$ cat config.mk
export PLATFORM = sky130hd
export DESIGN_NAME = c_comment_literal_blanker_core
export DESIGN_NICKNAME = d
export VERILOG_FILES = /design/src/sv/cclb_pkg.sv /design/src/sv/cclb_front.sv /design/src/sv/cclb_queue.sv /design/src/sv/cclb_back.sv /design/src/sv/c_comment_literal_blanker_core.sv
export SDC_FILE = /design/constraint.sdc
export NUM_CORES = 1
export LEC_CHECK = 0
export ABC_AREA = 1
export BUFFER_PORTS_ARGS = -buffer_cell sky130_fd_sc_hd__buf_2
export CORE_ASPECT_RATIO = 0.5
export CORE_MARGIN = 4
export CORE_UTILIZATION = 45
export DETAILED_ROUTE_END_ITERATION = 10
export GPL_TIMING_DRIVEN = 0
export PLACE_DENSITY = 0.63
export SYNTH_ARGS = -nofsm -noshare
export SYNTH_HDL_FRONTEND = slang
export SYNTH_SLANG_ARGS = --single-unit
$ cat constraint.sdc
create_clock -name clk -period 2.7 [get_ports clk]
set_clock_uncertainty 0.05 [all_clocks]
set_input_delay 0.405 -clock clk [delete_from_list [all_inputs] [get_ports clk]]
set_output_delay 0.405 -clock clk [all_outputs]
set_load 0.01 [all_outputs]
$ cat src/sv/cclb_pkg.sv
package cclb_pkg;

    // Character codes the lexer recognises
    localparam logic [7:0] CH_SLASH  = 8'h2F;
    localparam logic [7:0] CH_STAR   = 8'h2A;
    localparam logic [7:0] CH_DQUOTE = 8'h22;
    localparam logic [7:0] CH_SQUOTE = 8'h27;
    localparam logic [7:0] CH_BSLASH = 8'h5C;
    localparam logic [7:0] CH_NL     = 8'h0A;
    localparam logic [7:0] CH_SPACE  = 8'h20;
    localparam logic [7:0] CH_NUL    = 8'h00;

    // Input kind codes
    localparam logic KIND_TEXT = 1'b0;
    localparam logic KIND_END  = 1'b1;

    // Default depth of the queue between classifier and emitter
    localparam int QUEUE_DEPTH = 2;

    typedef struct packed {
        logic       kind;
        logic [7:0] text_byte;
    } in_t;

    typedef struct packed {
        logic [7:0] out_byte;
        logic       byte_valid;
        logic       last_of_run;
        logic       text_end;
    } out_t;

    // One classified request: one or two results
    typedef struct packed {
        logic two;
        out_t first;
        out_t second;
    } act_t;

    // Queue status seen by the front, the back and the top level
    typedef struct packed {
        logic full;
        logic empty;
    } q_stat_t;

endpackage

$ cat src/sv/cclb_front.sv
module cclb_front
    import cclb_pkg::*;
(
    input  logic    clk,
    input  logic    rst_n,
    input  logic    in_valid,
    output logic    in_ready,
    input  in_t     in_data,
    input  q_stat_t q_stat,
    output logic    push,
    output act_t    push_act
);

    // Lexer state codes
    localparam logic [3:0] ST_NORMAL     = 4'd0;
    localparam logic [3:0] ST_SLASH      = 4'd1;
    localparam logic [3:0] ST_LINE       = 4'd2;
    localparam logic [3:0] ST_BLOCK      = 4'd3;
    localparam logic [3:0] ST_BLOCK_STAR = 4'd4;
    localparam logic [3:0] ST_STR        = 4'd5;
    localparam logic [3:0] ST_STR_ESC    = 4'd6;
    localparam logic [3:0] ST_CHR        = 4'd7;
    localparam logic [3:0] ST_CHR_ESC    = 4'd8;

    logic [3:0] state_reg;
    logic [3:0] state_next;
    logic       accept;
    logic       has_result;
    logic [7:0] c;
    logic [7:0] blanked;

    assign in_ready = ~q_stat.full;
    assign accept   = in_valid & in_ready;
    assign push     = accept & has_result;
    assign c        = in_data.text_byte;
    assign blanked  = (c == CH_NL) ? CH_NL : CH_SPACE;

    // Classify the request against the current lexer state
    always_comb
    begin
        state_next      = state_reg;
        has_result      = 1'b1;
        push_act.two    = 1'b0;
        push_act.first  = '{out_byte: blanked, byte_valid: 1'b1,
                            last_of_run: 1'b1, text_end: 1'b0};
        push_act.second = '{out_byte: c, byte_valid: 1'b1,
                            last_of_run: 1'b1, text_end: 1'b0};
        if (in_data.kind == KIND_END)
        begin
            // Flush a held slash, close whatever is open
            push_act.first.out_byte   = (state_reg == ST_SLASH) ? CH_SLASH : CH_NUL;
            push_act.first.byte_valid = (state_reg == ST_SLASH);
            push_act.first.text_end   = 1'b1;
            state_next                = ST_NORMAL;
        end
        else
        begin
            case (state_reg)
                ST_SLASH:
                begin
                    push_act.two                = 1'b1;
                    push_act.first.last_of_run  = 1'b0;
                    if ((c == CH_SLASH) || (c == CH_STAR))
                    begin
                        push_act.first.out_byte  = CH_SPACE;
                        push_act.second.out_byte = CH_SPACE;
                        state_next = (c == CH_SLASH) ? ST_LINE : ST_BLOCK;
                    end
                    else
                    begin
                        push_act.first.out_byte = CH_SLASH;
                        state_next              = ST_NORMAL;
                    end
                end
                ST_LINE:
                begin
                    if (c == CH_NL)
                        state_next = ST_NORMAL;
                end
                ST_BLOCK:
                begin
                    if (c == CH_STAR)
                        state_next = ST_BLOCK_STAR;
                end
                ST_BLOCK_STAR:
                begin
                    if (c == CH_SLASH)
                        state_next = ST_NORMAL;
                    else if (c != CH_STAR)
                        state_next = ST_BLOCK;
                end
                ST_STR:
                begin
                    if (c == CH_BSLASH)
                        state_next = ST_STR_ESC;
                    else if (c == CH_DQUOTE)
                        state_next = ST_NORMAL;
                end
                ST_CHR:
                begin
                    if (c == CH_BSLASH)
                        state_next = ST_CHR_ESC;
                    else if (c == CH_SQUOTE)
                        state_next = ST_NORMAL;
                end
                ST_STR_ESC:
                    state_next = ST_STR;
                ST_CHR_ESC:
                    state_next = ST_CHR;
                default:
                begin
                    // Normal text; unused codes behave the same
                    if (c == CH_SLASH)
                    begin
                        has_result = 1'b0;
                        state_next = ST_SLASH;
                    end
                    else if (c == CH_DQUOTE)
                    begin
                        push_act.first.out_byte = CH_SPACE;
                        state_next              = ST_STR;
                    end
                    else if (c == CH_SQUOTE)
                    begin
                        push_act.first.out_byte = CH_SPACE;
                        state_next              = ST_CHR;
                    end
                    else
                    begin
                        push_act.first.out_byte = c;
                        state_next              = ST_NORMAL;
                    end
                end
            endcase
        end
    end

    // Advance the lexer on each accepted request
    always_ff @(posedge clk or negedge rst_n)
    begin
        if (!rst_n)
            state_reg <= ST_NORMAL;
        else if (accept)
            state_reg <= state_next;
    end

endmodule

$ cat src/sv/cclb_queue.sv
module cclb_queue
    import cclb_pkg::*;
#(
    parameter int Depth = QUEUE_DEPTH
)
(
    input  logic    clk,
    input  logic    rst_n,
    input  logic    push,
    input  act_t    push_act,
    input  logic    pop,
    output act_t    head_act,
    output q_stat_t q_stat
);

    localparam int PtrW = (Depth > 1) ? $clog2(Depth) : 1;
    localparam int CntW = $clog2(Depth + 1);
    localparam logic [PtrW-1:0] LastPtr = PtrW'(Depth - 1);
    localparam logic [CntW-1:0] FullCnt = CntW'(Depth);

    act_t            slot_reg [Depth];
    logic [PtrW-1:0] wr_ptr_reg;
    logic [PtrW-1:0] rd_ptr_reg;
    logic [CntW-1:0] count_reg;
    logic            do_push;
    logic            do_pop;

    assign q_stat.full  = (count_reg == FullCnt);
    assign q_stat.empty = (count_reg == '0);
    assign do_push      = push & ~q_stat.full;
    assign do_pop       = pop & ~q_stat.empty;
    assign head_act     = slot_reg[rd_ptr_reg];

    // Store incoming requests
    always_ff @(posedge clk)
    begin
        if (do_push)
            slot_reg[wr_ptr_reg] <= push_act;
    end

    // Move pointers and occupancy
    always_ff @(posedge clk or negedge rst_n)
    begin
        if (!rst_n)
        begin
            wr_ptr_reg <= '0;
            rd_ptr_reg <= '0;
            count_reg  <= '0;
        end
        else
        begin
            if (do_push)
                wr_ptr_reg <= (wr_ptr_reg == LastPtr) ? '0 : wr_ptr_reg + 1'b1;
            if (do_pop)
                rd_ptr_reg <= (rd_ptr_reg == LastPtr) ? '0 : rd_ptr_reg + 1'b1;
            if (do_push && !do_pop)
                count_reg <= count_reg + 1'b1;
            else if (do_pop && !do_push)
                count_reg <= count_reg - 1'b1;
        end
    end

endmodule

$ cat src/sv/cclb_back.sv
module cclb_back
    import cclb_pkg::*;
(
    input  logic    clk,
    input  logic    rst_n,
    input  q_stat_t q_stat,
    input  act_t    head_act,
    output logic    pop,
    output logic    out_valid,
    input  logic    out_ready,
    output out_t    out_data
);

    logic out_valid_reg;
    out_t out_reg;
    logic phase_reg;
    logic phase_next;
    logic load;

    // Emit one result per cycle whenever the queue holds a request and the output register is free
    assign load       = ~q_stat.empty & (~out_valid_reg | out_ready);
    assign pop        = load & ~(head_act.two & ~phase_reg);
    assign phase_next = load ? (head_act.two & ~phase_reg) : phase_reg;

    always_ff @(posedge clk or negedge rst_n)
    begin
        if (!rst_n)
        begin
            out_valid_reg <= 1'b0;
            phase_reg     <= 1'b0;
        end
        else
        begin
            phase_reg <= phase_next;
            if (load)
                out_valid_reg <= 1'b1;
            else if (out_ready)
                out_valid_reg <= 1'b0;
        end
    end

    // Hold the result until taken
    always_ff @(posedge clk)
    begin
        if (load)
            out_reg <= phase_reg ? head_act.second : head_act.first;
    end

    assign out_valid = out_valid_reg;
    assign out_data  = out_reg;

endmodule

$ cat src/sv/c_comment_literal_blanker_core.sv
// Each result is registered in the queue and then in the output register before
// it is offered. Throughput: one request per cycle while the queue is not full;
// the output register emits one result per cycle while the receiver takes them,
// and a request giving two results leaves the queue with its second result.
// A request that only holds a slash gives no result.
// Reset (rst_n low, asynchronous): lexer to normal, queue empty, no result.
module c_comment_literal_blanker_core
    import cclb_pkg::*;
#(
    parameter int Depth = QUEUE_DEPTH
)
(
    input  logic clk,
    input  logic rst_n,
    input  logic in_valid,
    output logic in_ready,
    input  in_t  in_data,
    output logic out_valid,
    input  logic out_ready,
    output out_t out_data
);

    q_stat_t q_stat;
    logic    push;
    act_t    push_act;
    logic    pop;
    act_t    head_act;

    cclb_front u_front (
        .clk      (clk),
        .rst_n    (rst_n),
        .in_valid (in_valid),
        .in_ready (in_ready),
        .in_data  (in_data),
        .q_stat   (q_stat),
        .push     (push),
        .push_act (push_act)
    );

    cclb_queue #(
        .Depth (Depth)
    ) u_queue (
        .clk      (clk),
        .rst_n    (rst_n),
        .push     (push),
        .push_act (push_act),
        .pop      (pop),
        .head_act (head_act),
        .q_stat   (q_stat)
    );

    cclb_back u_back (
        .clk       (clk),
        .rst_n     (rst_n),
        .q_stat    (q_stat),
        .head_act  (head_act),
        .pop       (pop),
        .out_valid (out_valid),
        .out_ready (out_ready),
        .out_data  (out_data)
    );

    // An end-of-text answer always closes its run
    assert property (@(posedge clk) disable iff (!rst_n)
        out_valid && out_data.text_end |-> out_data.last_of_run)
        else $error("end-of-text result without last_of_run");

    // Only an end-of-text answer may carry no character
    assert property (@(posedge clk) disable iff (!rst_n)
        out_valid && !out_data.byte_valid |-> out_data.text_end)
        else $error("empty result for a text byte");

    // Queue is never full and empty at once
    assert property (@(posedge clk) disable iff (!rst_n)
        !(q_stat.full && q_stat.empty))
        else $error("queue status inconsistent");

    // A push is never issued into a full queue
    assert property (@(posedge clk) disable iff (!rst_n)
        push |-> !q_stat.full)
        else $error("push into full queue");

endmodule

# == After elaboration in Yosys (flattened, before gate mapping) ==
# Memory sizes are Yosys's and may differ from the RTL's.
# Index checks and enable logic that the tools add are counted.
# classes
addsub,4
n_eq_ne,21
n_mux,44
n_bitwise,13
reduce_logical,11
# op_table
cell,n
2-to-1 mux 8 bit,7
2-to-1 mux 4 bit,12
== test 8 x 6 -> 1 bit (second input constant),4
one-hot mux 4 bit (8 select lines),1
== test 4 x 3 -> 1 bit (second input constant),4
2-to-1 mux 1 bit,16
one-hot mux 8 bit (2 select lines),1
2-to-1 mux 6 bit,2
!= test 4 x 2 -> 1 bit (second input constant),3
2-to-1 mux 11 bit,1
== test 4 x 2 -> 1 bit (second input constant),2
== test 8 x 4 -> 1 bit (second input constant),1
== test 8 x 7 -> 1 bit (second input constant),1
!= test 8 x 6 -> 1 bit (second input constant),1
OR reduction 8 bit,1
bitwise AND 1 bit,7
OR reduction 7 bit,1
2-to-1 mux 3 bit,2
!= test 3 x 2 -> 1 bit (second input constant),2
AND reduction 6 bit,1
inverter 1 bit,5
== test 4 x 1 -> 1 bit (second input constant),1
== test 4 bit (second input constant),1
2-to-1 mux 2 bit,2
10 further kinds,14
# totals
register_bits,21
mem_bits_rw,40
in_bits,13
output_inout_bits,13
word_cells,104
mem_count,1
# memory_table
memory,words,word_bits,read_ports,rd_ports_with_merged_regs,wr,line_no,rtl
u_queue.slot_reg,2,20,1,0,1,cclb_queue.sv:21,act_t slot_reg [Depth];

# == Longest topological paths before layout ==
# depth
depth_word,10
mapped_depth,11
depth_no_buf,11

# == Modules after synthesis ==
# From an unflattened synthesis, not the netlist that was laid out.
# unflattened
cells_unflattened,379
hier_area_um2,3335.7
# by_module_without_submodules
module,n_inst,cells_each,area_each_um2,seq_area_each_um2
cclb_queue,1,152,1909.3,1481.4
cclb_front,1,167,839.6,100.1
cclb_back,1,60,586.8,380.4

# == Least setup slack after synthesis ==
# No wires, ideal clock.
# synth_path
path_kind,register -> register
startpoint,register u_back.out_valid_reg (netlist: u_back.out_valid)
endpoint,register u_queue.count_reg[1]
setup_time_ps,131
arrival_time_ps,2177
t_required_ps,2519
slack_ps,342
path_stages_with_launch,11
n_path_buf,0
synth_period_minus_slack_ps,2358
path_cell_list,dfrtp_1 -> inv_1 -> nor2_1 -> a21oi_1 -> inv_1 -> nor2_1 -> inv_1 -> ha_1 -> a21oi_1 -> o21ai_0 -> xor2_1
# synth_via
elab_chain_cells,8
elab_cells_between_ends,10
classes_between,1 x mux; 5 x bitwise; 4 x reduce/logical
# synth_rtl
element,line_no,rtl
"start, declared",cclb_back.sv:14,logic out_valid_reg;
"start signal, assigned",cclb_back.sv:29,out_valid_reg <= 1'b0;
"start signal, assigned",cclb_back.sv:36,out_valid_reg <= 1'b1;
"start signal, assigned",cclb_back.sv:38,out_valid_reg <= 1'b0;
inverter 1 bit *,cclb_back.sv:21,assign load = ~q_stat.empty & (~out_valid_reg | out_ready);
bitwise OR 1 bit *,cclb_back.sv:21,
bitwise AND 1 bit *,cclb_back.sv:21,
named net u_back.load,cclb_back.sv:18,logic load;
bitwise AND 1 bit *,cclb_back.sv:22,assign pop = load & ~(head_act.two & ~phase_reg);
bitwise AND 1 bit *,cclb_queue.sv:31,assign do_pop = pop & ~q_stat.empty;
zero test 1 bit,cclb_queue.sv:56,if (do_push && !do_pop)
logical AND 1 bit,cclb_queue.sv:56,
2-to-1 mux 2 bit / nonzero test 2 bit (equally long branches),--,
"end signal, assigned",cclb_queue.sv:57,count_reg <= count_reg + 1'b1;
"end signal, assigned",cclb_queue.sv:59,count_reg <= count_reg - 1'b1;
"end, declared",cclb_queue.sv:24,logic [CntW-1:0] count_reg;
# The timed path passes the listed nets; every way through them passes the cells marked *.
# A chain may end at the register's enable or synchronous reset.

# == Worst setup path in the final report ==
# Same ends and word-level chain as after synthesis.

==> results.md <==
* Crit. End Element: flip-flop
* Worst-skew pair later-pin latency at 0.32 ns
* Total GRT Usage at 0.171
* Final #Nets at 350
* Die Ht at 64.3 um
* Status: complete, no violations
* Vias in the first global route at 2065
* Max-Cap Viols at 0
* Fillcell total at 539
* CTS tree: done
* Fin crit share at 0.848
* Syn Std Cell Area at 2850 um^2
* Syn Nets at 311
* Min-delay worst type: input pin to flip-flop
* Required time of the critical path at 2.84 ns
* Total grt overflow at 0
* Static Leak at 1.43 nW
* P per Cell Area at 1160 nW/um^2
* Mean post-synth cell area at 9.59 um^2
* DP HPWL at 4290 um
* Max-slew violations at 0
* Fmax at 437 MHz
* CTS root buf: clkbuf_16
* Rows at 20
* Unique cell type count in the Yosys netlist at 25
* Max FFs per register at 40
* ANT nets after route at 0
* Hold Fails Final Rpt at 0
* Min Tclk post-route at 2.29 ns
* Num CTS Buffers at 9
* Avg WL per Cell at 14.0 um
* Die area at 7750 um^2
* Crit-path max FO at 12
* WP data arrival at 2.43 ns
* Slew @ Worst Pin at 0.538 ns
* CTS H-Tree Depth at 3
* Max_slew headroom at 0.642
* Die W at 121 um
* DRT Wirelength at 6000 um
* Clock tree sinks at 61
* First-pass GRT wire length at 9870 um
* Remaining DRCs at 0
* Clk slew on worst S/H paths at 0.05 ns
* Final core occ at 0.564
* IO buf count at 25
* YS warnings at 0
* Cells after DPL at 412
* Count of final setup violators at 0
* Area grow syn2layout at 20.9%
* Clock tree buffer depth at 2
* Share of layout cells above drive strength 1 at 0.179
* #FFs+latches synth at 61
* Initial core utilization at 0.467
* Initial antenna violation count at 0
* DR pass1 iterations at 4
* I/O pin total at 26
* GP Congestion at 0.866
* Sequential fraction of the synthesis area at 0.625
* DR iter-0 viols at 162
* Final non-filler cell total at 428
* Inserted Diodes at 0
* Max VDD drop at 0.504 mV
* Largest net degree at the start of global routing at 14
* CP Class: flip-flop to flip-flop
* Routed via count at 2085
* Worst setup SP type: flip-flop
* RSZ-0062 raised after global routing: false
* Cells after synthesis at 297
* Core ar. at 6110 um^2
* Post-DR vias/cell at 4.87
cell usage in the layout, fill, tap and decap left out, drive strengths merged:
cell type and count:
nor2 68, nand2 67, edfxtp 51, inv 32
buf 28, o21ai 23, clkbuf 16, dfrtp 10
nand3 10, a21oi 10, o22ai 8, nand4 3
clkinv 3, nor3 2, xor2 2, bufinv 2
dlygate4sd1 1, xnor2 1, ha 1, clkinvlp 1
dlygate4sd3 1
synthesized netlist by cell type:
cell type	instances	share of area
a21oi_2	1	0.0031
o22ai_1	8	0.018
clkbuf_1	7	0.0092
nor2_4	2	0.0079
inv_1	28	0.037
nand2_4	2	0.0079
ha_1	1	0.0044
buf_2	1	0.0018
xor2_1	2	0.0061
nand4_1	3	0.0066
nor2_1	64	0.084
nor2_2	2	0.0044
nand3_2	1	0.0035
nand3_1	9	0.016
nand2_2	5	0.011
nor3_1	2	0.0035
edfxtp_1	51	0.54
nand2_1	60	0.079
o21ai_0	22	0.039
dfrtp_1	10	0.088
dlygate4sd1_1	1	0.0031
xnor2_1	1	0.0031
inv_2	4	0.0053
o21ai_4	1	0.0057
a21oi_1	9	0.016
metrics by stage:
step	worst slack (ns)	area (um^2)	hold slack, ns	power (mW)	TNS, ns
6_report	0.409	3440	0.231	4.00	0
5_1_grt	0.232	3440	0.226	4.26	0
4_1_cts	0.190	3440	0.226	4.01	0
3_5_place_dp	-0.345	3120	0.232	2.84	-0.425
3_3_place_gp	-0.334	3080	0.226	2.78	-9.76
2_1_floorplan	0.342	2850	0.0594	2.41	0
cell families after synthesis:
group | synth area share
simple gates | 0.224
flops | 0.625
compound gates | 0.0808
buf+inv | 0.0562
xor+xnor | 0.00922
fa+ha+maj | 0.00439
path summary, 6_finish.rpt:
path	startpoint	endpoint	slack (ns)	cells after the start
worst max register to register	u_back.out_valid	u_queue.count_reg[1]	0.41	10
worst min register to register	u_queue.count_reg[0]	u_queue.count_reg[0]	0.42	1
max in group asynchronous	rst_n	u_queue.wr_ptr_reg	1.98	2
worst min-delay path	out_ready	u_back.out_valid	0.23	2
min in group asynchronous	rst_n	u_back.out_valid	0.43	2
worst max-delay path	u_back.out_valid	u_queue.count_reg[1]	0.41	10
cell type report:
type                    instances  area [um^2]  area share
well taps                      88          110      0.0320
flip-flops and latches         61         1780       0.517
repair buffers                 28          165      0.0479
clock inverters                 6         78.8      0.0229
multi-input cells             195          923       0.268
plain buffers                   9         40.0      0.0116
clock buffers                   9          225      0.0654
inverters                      32          120      0.0349
critical path, cell delays in order (launching register included):
cell	delay, ns
dfrtp_1	0.37
inv_1	0.06
nor2_1	0.07
a21oi_4	0.40
inv_1	0.16
nor2_1	0.24
inv_1	0.09
ha_1	0.33
a21oi_1	0.12
o21ai_0	0.11
xor2_1	0.16
report_power, final:
part	leakage, nW	internal [mW]	total, mW	switching, mW
combinational	0.685	0.428	1.30	0.873
clock	0.144	0.790	1.15	0.364
sequential	0.600	1.43	1.54	0.116
timing repair:
item / in CTS / in global routing
hold endpoints to repair: 10 / 0
setup buffers: 0 / 0
hold buffers: 1 / 0
resized for setup: 1 / 1
endpoints found under the setup margin: 2 / 1
per-layer routing:
metal  up-vias  GRT usage  share of wire
li1       1060          -              -
met1       966      0.230           0.45
met2        55      0.265           0.46
met3         4     0.0610          0.080
met4         0     0.0424         0.0057
met5         -          0              0
(Power assumes the default switching activity.)
